===== src/rtl/lcg_mixed_random_generator_unit_assert.svh =====
// assertion macros for the mixed lcg random generator
// used by modules that have clk_i and rst_ni in scope
`ifndef LCG_MIXED_RANDOM_GENERATOR_UNIT_ASSERT_SVH
`define LCG_MIXED_RANDOM_GENERATOR_UNIT_ASSERT_SVH

// property that must hold at every clock edge outside reset
`define LCGMIX_ASSERT(lbl, prop) \
  lbl: assert property (@(posedge clk_i) disable iff (!rst_ni) prop) \
    else $error("lcgmix assertion failed");

// condition that must never be seen outside reset
`define LCGMIX_NEVER(lbl, cond) \
  `LCGMIX_ASSERT(lbl, !(cond))

`endif


===== src/rtl/lcgmix_pkg.sv =====
// constants and types for the mixed lcg random generator
// no dependencies
package lcgmix_pkg;

  localparam logic [63:0] LCG_MULT = 64'h5851_F42D_4C95_7F2D;
  localparam logic [63:0] LCG_INCR = 64'h1405_7B7E_F767_814F;
  localparam logic [63:0] MIX_MULT = 64'hFF51_AFD7_ED55_8CCD;
  localparam int unsigned MIX_SHIFT = 33;
  localparam int unsigned FRAC_SHIFT = 11;
  localparam int unsigned FRAC_W = 53;
  localparam int unsigned INT_W = 31;

  typedef enum logic [1:0] {
    MODE_INT  = 2'd0,
    MODE_FRAC = 2'd1,
    MODE_SEED = 2'd2
  } mode_e;

  typedef struct packed {
    logic busy;
    logic done;
  } div_sts_t;

endpackage


===== src/rtl/lcgmix_req_if.sv =====
// request channel of the mixed lcg random generator
// no dependencies
interface lcgmix_req_if;
  logic               valid;
  logic               ready;
  logic [1:0]         mode;
  logic signed [31:0] bound;
  logic [63:0]        seed_value;

  modport source (output valid, mode, bound, seed_value, input ready);
  modport sink (input valid, mode, bound, seed_value, output ready);
endinterface


===== src/rtl/lcgmix_rsp_if.sv =====
// response channel of the mixed lcg random generator
// no dependencies
interface lcgmix_rsp_if;
  logic        valid;
  logic        ready;
  logic [30:0] int_value;
  logic [52:0] fraction_value;

  modport source (output valid, int_value, fraction_value, input ready);
  modport sink (input valid, int_value, fraction_value, output ready);
endinterface


===== src/rtl/lcgmix_divider.sv =====
// radix-2 restoring remainder unit, one quotient bit per cycle
// depends on lcgmix_pkg
module lcgmix_divider import lcgmix_pkg::*; (
  input  logic        clk_i,
  input  logic        rst_ni,
  input  logic        start_i,
  input  logic [31:0] dividend_i,
  input  logic [30:0] divisor_i,
  output logic [30:0] remainder_o,
  output div_sts_t    sts_o
);

  logic        busy_q;
  logic        done_q;
  logic [4:0]  cnt_q;
  logic [30:0] rem_q;
  logic [31:0] dvd_q;
  logic [30:0] dsr_q;
  logic [31:0] shifted;
  logic [31:0] trial;

  assign shifted = {rem_q, dvd_q[31]};
  assign trial   = (shifted >= {1'b0, dsr_q}) ? shifted - {1'b0, dsr_q} : shifted;

  always_ff @(posedge clk_i or negedge rst_ni) begin
    if (!rst_ni) begin
      busy_q <= 1'b0;
      done_q <= 1'b0;
      cnt_q  <= '0;
      rem_q  <= '0;
      dvd_q  <= '0;
      dsr_q  <= '0;
    end else begin
      done_q <= 1'b0;
      if (start_i) begin
        busy_q <= 1'b1;
        cnt_q  <= '0;
        rem_q  <= '0;
        dvd_q  <= dividend_i;
        dsr_q  <= divisor_i;
      end else if (busy_q) begin
        rem_q <= trial[30:0];
        dvd_q <= {dvd_q[30:0], 1'b0};
        cnt_q <= cnt_q + 5'd1;
        if (cnt_q == 5'd31) begin
          busy_q <= 1'b0;
          done_q <= 1'b1;
        end
      end
    end
  end

  assign remainder_o = rem_q;
  assign sts_o.busy  = busy_q;
  assign sts_o.done  = done_q;

endmodule


===== src/rtl/lcg_mixed_random_generator_unit.sv =====
// mixed lcg random generator: 64-bit lcg step, multiply mix, integer or fraction result
// integer request: lcg multiply, mix multiply, then remainder unit; fraction request: lcg multiply only;
//   bound zero or negative: zero result without multiplying; seed load gives no transfer
// flow: one request at a time; the next is taken once the sequencer is idle again and no
//   response is pending or the pending one is being taken
// reset: generator state cleared to zero, sequencer idle, no response pending
module lcg_mixed_random_generator_unit import lcgmix_pkg::*; (
  input  logic           clk_i,
  input  logic           rst_ni,
  lcgmix_req_if.sink     req_i,
  lcgmix_rsp_if.source   rsp_o
);

  `include "lcg_mixed_random_generator_unit_assert.svh"

  typedef enum logic [1:0] {
    ST_IDLE,
    ST_MUL,
    ST_POST,
    ST_DIV
  } state_e;

  state_e      state_q;
  logic [1:0]  step_q;
  logic        phase_mix_q;
  logic        frac_mode_q;
  logic [30:0] bound_q;
  logic [63:0] gen_state_q;
  logic [63:0] op_a_q;
  logic [63:0] acc_q;
  logic [63:0] prod_q;
  logic        out_valid_q;
  logic [30:0] int_q;
  logic [52:0] frac_q;

  logic        req_xfer;
  logic [63:0] mult_k;
  logic [31:0] a_sel;
  logic [31:0] b_sel;
  logic [63:0] prod_d;
  logic [63:0] lcg_x;
  logic [63:0] lcg_fx;
  logic [63:0] mix_y;
  logic        div_start;
  logic [30:0] div_rem;
  div_sts_t    div_sts;

  assign req_i.ready = (state_q == ST_IDLE) && (!out_valid_q || rsp_o.ready);
  assign req_xfer    = req_i.valid && req_i.ready;

  // shared 32x32 multiplier, low 64 bits of a 64x64 product over three passes
  assign mult_k = phase_mix_q ? MIX_MULT : LCG_MULT;
  always_comb begin
    case (step_q)
      2'd0: begin
        a_sel = op_a_q[31:0];
        b_sel = mult_k[31:0];
      end
      2'd1: begin
        a_sel = op_a_q[31:0];
        b_sel = mult_k[63:32];
      end
      default: begin
        a_sel = op_a_q[63:32];
        b_sel = mult_k[31:0];
      end
    endcase
  end
  assign prod_d = {32'd0, a_sel} * {32'd0, b_sel};

  assign lcg_x  = acc_q + LCG_INCR;
  assign lcg_fx = lcg_x ^ (lcg_x >> FRAC_SHIFT);
  assign mix_y  = acc_q ^ (acc_q >> MIX_SHIFT);

  assign div_start = (state_q == ST_POST) && phase_mix_q;

  lcgmix_divider u_div (
    .clk_i       (clk_i),
    .rst_ni      (rst_ni),
    .start_i     (div_start),
    .dividend_i  (mix_y[63:32]),
    .divisor_i   (bound_q),
    .remainder_o (div_rem),
    .sts_o       (div_sts)
  );

  always_ff @(posedge clk_i or negedge rst_ni) begin
    if (!rst_ni) begin
      state_q     <= ST_IDLE;
      step_q      <= '0;
      phase_mix_q <= 1'b0;
      frac_mode_q <= 1'b0;
      gen_state_q <= '0;
      out_valid_q <= 1'b0;
      bound_q     <= '0;
      op_a_q      <= '0;
      acc_q       <= '0;
      prod_q      <= '0;
      int_q       <= '0;
      frac_q      <= '0;
    end else begin
      if (out_valid_q && rsp_o.ready) begin
        out_valid_q <= 1'b0;
      end
      case (state_q)
        ST_IDLE: begin
          if (req_xfer) begin
            case (req_i.mode)
              MODE_SEED: begin
                gen_state_q <= req_i.seed_value;
              end
              MODE_FRAC: begin
                frac_mode_q <= 1'b1;
                phase_mix_q <= 1'b0;
                op_a_q      <= gen_state_q;
                step_q      <= '0;
                state_q     <= ST_MUL;
              end
              MODE_INT: begin
                if (req_i.bound[31] || (req_i.bound == 32'sd0)) begin
                  int_q       <= '0;
                  frac_q      <= '0;
                  out_valid_q <= 1'b1;
                end else begin
                  frac_mode_q <= 1'b0;
                  phase_mix_q <= 1'b0;
                  bound_q     <= req_i.bound[30:0];
                  op_a_q      <= gen_state_q;
                  step_q      <= '0;
                  state_q     <= ST_MUL;
                end
              end
              default: begin
              end
            endcase
          end
        end
        ST_MUL: begin
          prod_q <= prod_d;
          step_q <= step_q + 2'd1;
          case (step_q)
            2'd0: begin
            end
            2'd1: begin
              acc_q <= prod_q;
            end
            default: begin
              acc_q[63:32] <= acc_q[63:32] + prod_q[31:0];
            end
          endcase
          if (step_q == 2'd3) begin
            state_q <= ST_POST;
          end
        end
        ST_POST: begin
          if (!phase_mix_q) begin
            gen_state_q <= lcg_x;
            if (frac_mode_q) begin
              frac_q      <= lcg_fx[63:FRAC_SHIFT];
              int_q       <= '0;
              out_valid_q <= 1'b1;
              state_q     <= ST_IDLE;
            end else begin
              op_a_q      <= lcg_x ^ (lcg_x >> MIX_SHIFT);
              phase_mix_q <= 1'b1;
              step_q      <= '0;
              state_q     <= ST_MUL;
            end
          end else begin
            state_q <= ST_DIV;
          end
        end
        ST_DIV: begin
          if (div_sts.done) begin
            int_q       <= div_rem;
            frac_q      <= '0;
            out_valid_q <= 1'b1;
            state_q     <= ST_IDLE;
          end
        end
        default: begin
          state_q <= ST_IDLE;
        end
      endcase
    end
  end

  assign rsp_o.valid          = out_valid_q;
  assign rsp_o.int_value      = int_q;
  assign rsp_o.fraction_value = frac_q;

  `LCGMIX_NEVER(a_busy_no_rsp, out_valid_q && (state_q != ST_IDLE))
  `LCGMIX_NEVER(a_div_done_in_div, div_sts.done && (state_q != ST_DIV))
  `LCGMIX_NEVER(a_div_busy_in_div, div_sts.busy && (state_q != ST_DIV))
  `LCGMIX_ASSERT(a_state_hold, (!req_xfer && (state_q != ST_POST)) |=> $stable(gen_state_q))
  `LCGMIX_NEVER(a_one_field, out_valid_q && (int_q != 31'd0) && (frac_q != 53'd0))

endmodule

===== src/flat_wrapper.sv =====
// flat-port wrapper written by rule: the top's interface ports become plain ports
module lcg_mixed_random_generator_unit_flat import lcgmix_pkg::*;
  (clk_i, rst_ni, req_i_valid, req_i_mode, req_i_bound, req_i_seed_value, req_i_ready, rsp_o_valid, rsp_o_int_value, rsp_o_fraction_value, rsp_o_ready);
  lcgmix_req_if req_i_i ();
  lcgmix_rsp_if rsp_o_i ();
  input  logic clk_i;
  input  logic rst_ni;
  input wire logic [$bits(req_i_i.valid)-1:0] req_i_valid;
  input wire logic [$bits(req_i_i.mode)-1:0] req_i_mode;
  input wire logic [$bits(req_i_i.bound)-1:0] req_i_bound;
  input wire logic [$bits(req_i_i.seed_value)-1:0] req_i_seed_value;
  output wire logic [$bits(req_i_i.ready)-1:0] req_i_ready;
  output wire logic [$bits(rsp_o_i.valid)-1:0] rsp_o_valid;
  output wire logic [$bits(rsp_o_i.int_value)-1:0] rsp_o_int_value;
  output wire logic [$bits(rsp_o_i.fraction_value)-1:0] rsp_o_fraction_value;
  input wire logic [$bits(rsp_o_i.ready)-1:0] rsp_o_ready;
  assign req_i_i.valid = req_i_valid;
  assign req_i_i.mode = req_i_mode;
  assign req_i_i.bound = req_i_bound;
  assign req_i_i.seed_value = req_i_seed_value;
  assign req_i_ready = req_i_i.ready;
  assign rsp_o_valid = rsp_o_i.valid;
  assign rsp_o_int_value = rsp_o_i.int_value;
  assign rsp_o_fraction_value = rsp_o_i.fraction_value;
  assign rsp_o_i.ready = rsp_o_ready;
  lcg_mixed_random_generator_unit u_core (.clk_i(clk_i), .rst_ni(rst_ni), .req_i(req_i_i), .rsp_o(rsp_o_i));
endmodule

===== config.mk =====
export PLATFORM = sky130hd
export DESIGN_NAME = lcg_mixed_random_generator_unit_flat
export DESIGN_NICKNAME = d
export VERILOG_FILES = /design/src/rtl/lcgmix_pkg.sv /design/src/rtl/lcgmix_req_if.sv /design/src/rtl/lcgmix_rsp_if.sv /design/src/rtl/lcgmix_divider.sv /design/src/rtl/lcg_mixed_random_generator_unit.sv /design/src/flat_wrapper.sv
export VERILOG_INCLUDE_DIRS = /design/src /design/src/rtl
export SDC_FILE = /design/constraint.sdc
export NUM_CORES = 2
export LEC_CHECK = 0
export ABC_AREA = 1
export BUFFER_PORTS_ARGS = -buffer_cell sky130_fd_sc_hd__buf_2
export CAP_MARGIN = 20
export CORE_ASPECT_RATIO = 0.5
export CORE_UTILIZATION = 38
export CTS_BUF_LIST = sky130_fd_sc_hd__clkbuf_8 sky130_fd_sc_hd__clkbuf_16
export DETAILED_ROUTE_END_ITERATION = 10
export HOLD_SLACK_MARGIN = 0.1
export SLEW_MARGIN = 15
export SYNTH_ARGS = -nofsm -noshare
export SYNTH_HDL_FRONTEND = slang
export SYNTH_SLANG_ARGS = --single-unit

===== constraint.sdc =====
create_clock -name clk_i -period 19.3 [get_ports clk_i]
set_input_delay 0 -clock clk_i [delete_from_list [all_inputs] [get_ports clk_i]]
set_output_delay 0 -clock clk_i [all_outputs]
set_load 0.01 [all_outputs]

==> results by group <==
GRT
  • Vias in the first global route: 51400
  • Tot GR Track Use: between 20% and 30%
  • Aggregate global routing overflow: 0
  • Largest net degree at the start of global routing: between 150 and 200
  • First-pass GRT wire length: between 300000 and 400000 um
  • Initial antenna violation count: 4

STA
  • Final worst slack: 9690 ps
  • Period minus WS final: ~9600 ps
  • Rel. slew slack: 28.4%
  • Setup Skew: around 18 ps
  • Final hold slack: about 160 ps
  • Fin. max-slew vios: 0
  • Max Clk Rate: between 100 and 150 MHz
  • # setup viols final: 0
  • Final period util: between 40% and 50%
  • Hold Vio Cnt, Final: 0
  • Setup TNS Final: 0 ps
  • RSZ-0062 raised after global routing: no
  • Worst-margin pin slew: between 1000 and 1500 ps

Clock tree
  • CTS clk-pin slew, worst paths: about 60 ps
  • Worst-Skew Late Latency: 640 ps
  • H-tree levels: 2
  • CTS Buf Count: 54
  • CTS tree: done
  • Clock buffer depth: 3
  • Post-cts sizing count: 0
  • CTS Root Cell: clkbuf_16
  • TritonCTS Sinks: ~480

Routing
  • Drt wl/cell: ~23 um
  • Number of vias per cell: about 5.3
  • Final wirelength: between 200000 and 250000 um
  • DR iter-0 viols: 5294
  • DRC errors left: 0
  • Total number of vias: between 50000 and 60000
  • ANT nets after route: 0
  • Number of detailed-route iterations in the first pass: 7

Floorplan
  • Std cell rows: 101
  • Core Area: approximately 150000 sq um
  • Die Y: 279 um
  • Die area: between 150000 and 200000 sq um
  • Die W: roughly 560 um
  • Starting Density: a little under two fifths
  • IO Pins: between 150 and 200

Logic synthesis
  • Sequential share of the synthesized area: about a fifth
  • Mapped cell area: about 60000 sq um
  • EDFF count, synth: 0
  • Distinct cell type count of the synthesized netlist: 57
  • Synthesized area per cell: around 7.7 sq um
  • Post-Syn Instances: roughly 7600
  • Syn Nets: approximately 8900
  • Synth top area cells: fa_1 26%, dfrtp_1 21%, nand2_1 11%
  • Yosys top cell by area: fa_1
  • Synth warn: 0
  • Share of the synthesized area in the top cell type: around a quarter
  • Post-synthesis register bit count: roughly 480
  • Ys flop type: dfrtp_1
  • Async S/R FF share, synth: 100%

Place
  • Gpl congestion: just over 1
  • Dpl ws: approximately 10000 ps
  • Placed cell area: approximately 62000 sq um
  • Post-DP HPWL: ~190000 um
  • IO buf count: around 190

Cells and area
  • Final Cell Area: ~65000 sq um
  • Post-layout nets: 9096
  • Share of cells above drive strength 1: under 10%
  • Area grow syn2layout: 10.7%

Run
  • Number of max-cap violations: 0

Min path
  • HP Class: in -> reg

Setup path
  • Critical path type: reg -> reg
  • Buf+Inv Stages, Crit Path: 11
  • Type of origin of the critical path: flop
  • CP Data Required Time: 19770 ps
  • Critical path's top delay family: adder cells
  • Slowest stage cell on the critical path: nor2_1
  • Most frequent CP cell: fa_1
  • Data arrival, critical path: 10080 ps
  • Max FO, Critical Path: 37
  • CP endpoint kind: flop
  • CP max stage delay: 560 ps

Outcome
  • Status: finished clean
[stage by stage]
stage	instances	util [%]
global placement	9707	40.5
global route	9914	42.5
detailed placement	9708	40.5
floorplan	7579	-
finish	9915	42.5
CTS	9914	42.5
[layout by cell type, fill, tap and decap left out, types with 54 or more instances in the layout]
master,n
buf_4,66
ha_1,411
nor2_1,853
dfrtp_1,478
o21ai_0,343
dlygate4sd3_1,105
fa_1,771
buf_2,186
clkbuf_16,54
inv_1,1506
a21oi_1,275
nand3_1,339
nand2_1,1747
[tightest hold or removal path, delay by kind of cell]
family / cells / cell delay [ps]
and+or+nand+nor: 2 / 130
buffers and inverters: 2 / 630
[layer usage]
layer,track usage [%],vias to the layer above,share of wire (%)
met4,10.6,6,4.1
met3,5.58,401,9.0
met1,41.2,25700,43
li1,-,23800,-
met2,46.2,2306,44
met5,0,-,0.012
[path summary, 6_finish.rpt]
path	from	endpoint	slack, ps	cells past startpoint
max reg2reg	u_core.step_q[0]	u_core.prod_q[27]	9690	32
max in group asynchronous	rst_ni	u_core.phase_mix_q	16270	6
min reg2reg	u_core.bound_q[0]	u_core.u_div.dsr_q[0]	460	2
min	req_i_bound[21]	u_core.bound_q[21]	160	4
min in group asynchronous	rst_ni	u_core.bound_q[26]	560	4
max	u_core.step_q[0]	u_core.prod_q[27]	9690	32
[Yosys cell counts, types with 45 or more instances]
library cell / count
nand3_1: 340
clkbuf_1: 106
fa_1: 771
buf_2: 45
a21oi_1: 275
nand4_1: 51
o21ai_1: 51
dfrtp_1: 479
nand2_1: 1749
ha_1: 413
nor2_1: 860
inv_1: 1501
xor2_1: 51
o21ai_0: 346
[what timing repair did]
| item | in CTS | in global routing |
|---|---|---|
| hold buffers | 106 | 0 |
| hold endpoints to repair | 231 | 0 |
| setup buffers | 0 | 0 |
[area by class of cell]
cell class | instances | area, sq um
fill | 15700 | 87400
multi-input combinational | 5364 | 39800
sequential | 479 | 12000
inverter | 1550 | 5820
tap | 2060 | 2580
timing repair buffer | 361 | 2550
clock buffer | 71 | 1590
clock inverter | 29 | 313
antenna | 1 | 2.50
[flip-flops by register name, summed over array words and instances (netlist names), 2 cells and up]
register	flops
u_core.acc_q	64
u_core.gen_state_q	64
u_core.op_a_q	64
u_core.prod_q	64
u_core.rsp_o.fraction_value	53
u_core.u_div.dvd_q	32
u_core.bound_q	31
u_core.rsp_o.int_value	31
u_core.u_div.dsr_q	31
u_core.u_div.remainder_o	31
u_core.u_div.cnt_q	5
u_core.state_q	2
u_core.step_q	2
[logic make-up (layout without fill, tap and decap cells)]
family / after synthesis / in the layout / share of synthesized area, %
and+or+nand+nor: 3163 / 3163 / 22.2
buffers and inverters: 1736 / 2011 / 11.4
adders and majority gates: 1184 / 1184 / 35.3
AOI/OAI and AO/OA: 919 / 919 / 9.03
DFF: 479 / 479 / 20.5
xor gates and xnor gates: 94 / 94 / 1.44
muxes: 3 / 3 / 0.0579
other: 1 / 2 / 0.00643
Power is not shown: default switching activity piles up to over one toggle a cycle in this logic, so the estimate is an artifact.
